==> src/hdl/brs_pkg.sv <==
`default_nettype none
// ----------------------------------------------------------------------------
// brs_pkg
// Shared types, codes and reset constants of the bracketing root search block.
// ----------------------------------------------------------------------------
package brs_pkg;

  localparam int VALUE_WIDTH_DEF = 32;
  localparam int REL_W           = 16;
  localparam int ITER_W          = 16;
  localparam int CFG_IDX_W       = 2;

  localparam logic [REL_W-1:0]  REL_TOL_RST  = 16'd66;
  localparam int                COST_TOL_RST = 66;
  localparam logic [ITER_W-1:0] MAX_ITER_RST = 16'd100;

  localparam logic [CFG_IDX_W-1:0] REG_REL_TOL  = 2'd0;
  localparam logic [CFG_IDX_W-1:0] REG_COST_TOL = 2'd1;
  localparam logic [CFG_IDX_W-1:0] REG_MAX_ITER = 2'd2;

  localparam logic MODE_START = 1'b0;

  typedef enum logic [0:0] {
    OP_MUL,
    OP_DIV
  } arith_op_t;

  typedef struct packed {
    logic      start;
    arith_op_t op;
  } arith_req_t;

  typedef struct packed {
    logic busy;
    logic done;
  } arith_stat_t;

  typedef enum logic [1:0] {
    PH_IDLE,
    PH_LOWER,
    PH_UPPER,
    PH_COST
  } phase_t;

  typedef enum logic [3:0] {
    S_IDLE,
    S_BEGIN,
    S_COST,
    S_ORDER,
    S_STEP,
    S_ISSUE,
    S_WAIT,
    S_SAT,
    S_CHECK,
    S_TOLCHK,
    S_BISECT,
    S_EMIT
  } state_t;

  // micro-op program of the shared unit; U_TOL is issued ahead of the rest
  typedef enum logic [3:0] {
    U_SEC_MUL,
    U_SEC_DIV,
    U_T1_M1,
    U_T1_M2,
    U_T1_DEN,
    U_T1_DIV,
    U_T2_M1,
    U_T2_M2,
    U_T2_DEN,
    U_T2_DIV,
    U_T3_M1,
    U_T3_M2,
    U_T3_DEN,
    U_T3_DIV,
    U_TB,
    U_TOL
  } micro_t;

endpackage
`default_nettype wire

==> src/hdl/brs_arith.sv <==
`default_nettype none
// ----------------------------------------------------------------------------
// brs_arith
// Shared iterative unit: signed shift-add multiply and restoring divide,
// one bit per cycle, quotient truncated toward zero.
// ----------------------------------------------------------------------------
module brs_arith
  import brs_pkg::*;
#(
  parameter int WW    = 100,
  parameter int CNT_W = 7
) (
  input  wire logic              clk,
  input  wire logic              rst,
  input  wire arith_req_t        req,
  input  wire logic [CNT_W-1:0]  count,
  input  wire logic [WW-1:0]     opa,
  input  wire logic [WW-1:0]     opb,
  output arith_stat_t            stat,
  output logic [WW-1:0]          result
);

  logic             run;
  logic             fix;
  logic             done_r;
  arith_op_t        op_r;
  logic             neg;
  logic [WW-1:0]    mag_a;
  logic [WW-1:0]    mag_b;
  logic [WW-1:0]    rem;
  logic [WW-1:0]    quo;
  logic [CNT_W-1:0] cnt;

  logic [WW-1:0]    abs_a;
  logic [WW-1:0]    abs_b;
  logic [CNT_W-1:0] bit_idx;
  logic [WW-1:0]    trial;
  logic             fits;
  logic [WW-1:0]    mag_res;

  assign abs_a   = opa[WW-1] ? (~opa + 1'b1) : opa;
  assign abs_b   = opb[WW-1] ? (~opb + 1'b1) : opb;
  assign bit_idx = cnt - 1'b1;
  assign trial   = {rem[WW-2:0], mag_a[bit_idx]};
  assign fits    = trial >= mag_b;
  assign mag_res = (op_r == OP_MUL) ? rem : quo;

  always_ff @(posedge clk) begin
    if (rst) begin
      run    <= 1'b0;
      fix    <= 1'b0;
      done_r <= 1'b0;
    end else begin
      done_r <= 1'b0;
      if (req.start) begin
        run <= 1'b1;
      end else if (run) begin
        if (cnt == CNT_W'(1)) begin
          run <= 1'b0;
          fix <= 1'b1;
        end
      end else if (fix) begin
        fix    <= 1'b0;
        done_r <= 1'b1;
      end
    end
  end

  always_ff @(posedge clk) begin
    if (req.start) begin
      op_r  <= req.op;
      neg   <= opa[WW-1] ^ opb[WW-1];
      mag_a <= abs_a;
      mag_b <= abs_b;
      rem   <= '0;
      quo   <= '0;
      cnt   <= count;
    end else if (run) begin
      cnt <= cnt - 1'b1;
      if (op_r == OP_MUL) begin
        if (mag_b[0]) begin
          rem <= rem + mag_a;
        end
        mag_a <= {mag_a[WW-2:0], 1'b0};
        mag_b <= {1'b0, mag_b[WW-1:1]};
      end else begin
        rem <= fits ? (trial - mag_b) : trial;
        quo <= {quo[WW-2:0], fits};
      end
    end else if (fix) begin
      result <= neg ? (~mag_res + 1'b1) : mag_res;
    end
  end

  assign stat.busy = run | fix;
  assign stat.done = done_r;

endmodule
`default_nettype wire
==> config.mk <==
export PLATFORM = sky130hd
export DESIGN_NAME = brs_arith
export DESIGN_NICKNAME = d
export VERILOG_FILES = /design/src/hdl/brs_pkg.sv /design/src/hdl/brs_arith.sv
export SDC_FILE = /design/constraint.sdc
export NUM_CORES = 2
export LEC_CHECK = 0
export ABC_AREA = 1
export BUFFER_PORTS_ARGS = -buffer_cell sky130_fd_sc_hd__buf_2
export CORE_ASPECT_RATIO = 0.7
export CORE_UTILIZATION = 35
export CTS_BUF_LIST = sky130_fd_sc_hd__clkbuf_16
export CTS_CLUSTER_DIAMETER = 60
export CTS_CLUSTER_SIZE = 28
export DETAILED_ROUTE_END_ITERATION = 10
export RECOVER_POWER = 100
export SYNTH_ARGS = -nofsm -noshare
export SYNTH_HDL_FRONTEND = slang
export SYNTH_SLANG_ARGS = --single-unit
==> constraint.sdc <==
create_clock -name clk -period 36.2 [get_ports clk]
set_input_delay 7.24 -clock clk [delete_from_list [all_inputs] [get_ports clk]]
set_output_delay 7.24 -clock clk [all_outputs]
set_load 0.01 [all_outputs]
==> results.ini <==
[grt]
grt_max_degree = 177
gr-usage-met1 = 0.535
first_global_vias = 52500
grt_use_met3 = 0.128
antenna_found_initial = 23
overflow = 0
grt_usage = 0.365
busiest_layer = met1
grt_pass1_wl_mm = 386
use_met2 = 0.486

[setup_path]
critPathMaxFanout = 176
worstPathCellList = clkbuf_1, clkinvlp_2, o21ai_0, clkbuf_1, clkbuf_1
startpoint_type = input pin
endpoint_kind = flip-flop
required_ns = 36.36
max_stage_delay_ns = 4.88
cpMaxStageDelayCell = clkinvlp_2
path_class = input pin to flip-flop
cpMostUsedCell = clkbuf_1
arrival_ns = 20.32

[sta]
tightest_slew_ns = 7.06
period_share = 0.557
grt_setup_unrepaired = false
fin_worst_skew_ns = 0.0591
maxSlewViolCount = 1581
fin_setup_tns_ns = 0
fmaxAchievable_mhz = 49.6
relSlewSlack = -3.71
finalCriticalPeriod_ns = 20.16
finalHoldViolCount = 0
setup_violations = 0
fin_hold_ws_ns = 0.452

[clock_tree]
htreeDepth = 2
hold_buffers = 0
clk_pin_slew_ns = 0.07
cts_setup_buffers = 0
cts_root_buffer = clkbuf_16
ctsResizeCount = 0
insertion_delay_ns = 0.69
cts.sinks = 512
clockBufferDepth = 3
numCtsBuffers = 45
cts_tree = yes

[status]
violations = capacitance limit, slew limit
status = complete, but fails checks

[floorplanning]
core_region_area_mm2 = 0.145
dieArea_mm2 = 0.148
rows = 117
die_w_um = 460
start_util = 0.353
fp.dieH_um = 322
ioPinCount = 313

[logic_synthesis]
syn_area_mm2 = 0.0513
synth_top_family_by_area = simple AND/OR/NAND/NOR gates
yosys-mux-area-fraction = 0
synth_top_flop_cell = edfxtp_1
synth_compound_area_frac = 0.158
synth_xor_area_frac = 0.0601
netlist_instances = 8517
synthAdderAreaFrac = 0.0506
async_flop_share = 0
syn_avg_cell_area_um2 = 6.02
ys_ff_latch = 512
synth-edff-count = 309
yosys.area_share.simple = 0.343
yosys_warnings = 0
synth.distinct_cells = 55
ys_seq_area_frac = 0.260
synth_nets = 8934

[route]
wl_mm = 279
dr.pass1.iters = 10
vias = 59200
wl_per_cell_um = 26.0
ant_nets = 0
drtIter0Drc = 8748
avgViaCountPerCell = 5.51
route.detailed.drc = 0

[power]
p_sw_mw = 1.21
clock_power_share = 0.232
leakagePower_nw = 26.7
p_per_area_mw_per_mm2 = 43.8
pwr-share-comb = 0.460
switching_share = 0.491
intPower_mw = 1.26
peakVddDrop_mv = 0.0365
p_seq_frac = 0.308

[job]
cap_violations = 20

[place]
gp_congestion = 1.12
dpl.hpwl_mm = 237
portBuffers = 312

[final_layout]
area_growth_pct = 9.84
drive_above_1_share = 0.0533
fin_nets = 9156

[hold_path]
min_path_type = flip-flop to flip-flop

sequential cells by signal, summed over array words and instances (netlist names):
name and flops:
mag_a 100, mag_b 100, quo 100, rem 100
result 100, cnt 7, done_r 1, fix 1
neg 1, op_r 1, run 1
placed cells by master, fill, tap and decap left out, drive strengths merged, types with 4 or more instances in the layout:
cell type	synthesis	routed
nand3b	25	25
ha	204	204
nand4	158	158
diode	0	8
clkbuf	157	169
or2	34	34
and3	5	5
xnor2	94	94
nand3	495	495
clkinv	5	17
o21ai	808	808
nand2	2360	2360
nor4	44	44
xor2	258	258
a21oi	544	544
and2	5	5
o21bai	43	43
nor2	1000	1000
dfxtp	203	203
o31ai	6	6
a21o	4	4
a31oi	32	32
o41ai	4	4
buf	72	283
o21a	18	18
edfxtp	309	309
nor3	101	101
o22ai	14	14
inv	1463	1484
o211ai	41	41
cell usage after synthesis (41+ instances only):
master,n,area share
a21oi_1,541,0.053
clkbuf_1,157,0.011
dfxtp_1,203,0.079
edfxtp_1,309,0.18
ha_1,204,0.050
inv_1,1446,0.11
nand2_1,2348,0.17
nand3_1,489,0.048
nand4_1,156,0.019
nor2_1,971,0.071
nor3_1,95,0.0093
nor4_1,41,0.0050
o211ai_1,41,0.0060
o21ai_0,727,0.071
o21ai_1,52,0.0051
o21bai_1,43,0.0063
xnor2_1,94,0.016
xor2_1,258,0.044
logic make-up after synthesis:
logic type | count (synthesis)
flops | 512
buf+inv | 1697
simple gates | 4230
compound gates | 1520
fa+ha+maj | 206
xor+xnor | 352
per-layer routing:
| metal | routed length [um] | part of all wire | vias up |
|---|---|---|---|
| li1 | - | - | 27800 |
| met1 | 126000 | 0.45 | 27700 |
| met2 | 104000 | 0.37 | 3316 |
| met3 | 38900 | 0.14 | 388 |
| met4 | 10400 | 0.037 | 26 |
| met5 | 168 | 0.00060 | - |
through the flow:
step | power (mW) | cells | area (um^2) | utilization | setup slack, ns
floorplan | 1.37 | 8517 | 51300 | - | 19.45
global placement | 1.83 | 10700 | 55000 | 0.378 | 25.42
detailed placement | 1.83 | 10700 | 55000 | 0.378 | 25.33
CTS | 2.40 | 10700 | 56700 | 0.390 | 26.01
global route | 2.56 | 10700 | 56300 | 0.387 | 14.46
finish | 2.47 | 10700 | 56300 | 0.387 | 16.04
worst paths after layout:
kind                                      startpoint              endpoint  slack (ns)  depth (start not counted)
worst max-delay path                          req[1]   mag_b[24]$_DFFE_PP_       16.04                          5
worst min-delay path            quo[99]$_SDFFE_PP0P_  quo[99]$_SDFFE_PP0P_        0.45                          2
worst max register to register        op_r$_DFFE_PP_  rem[59]$_SDFFE_PP0P_       23.10                          9
worst min register to register  quo[99]$_SDFFE_PP0P_  quo[99]$_SDFFE_PP0P_        0.45                          2
critical path, delay by kind of cell:
kind	cells	cell delay, ns
compound gates	1	0.89
buf+inv	4	12.03
power groups by stage:
stage / combinational [mW] / sequential, mW / clock (mW)
6_report: 1.13 / 0.759 / 0.573
5_1_grt: 1.20 / 0.757 / 0.600
4_1_cts: 1.07 / 0.751 / 0.578
3_5_place_dp: 1.06 / 0.764 / 0
3_3_place_gp: 1.06 / 0.764 / 0
2_1_floorplan: 0.642 / 0.726 / 0
layout make-up:
type                       instances  area [um^2]
clock buffer                      48         1200
sequential                       512        13300
antenna                            8         20.0
timing repair buffer             404         2060
fill                           16200        89000
inverter                        1468         5510
tap                             1963         2460
multi-input combinational       6308        31200
clock inverter                    36          509
Power figures use the tool's default switching activity.
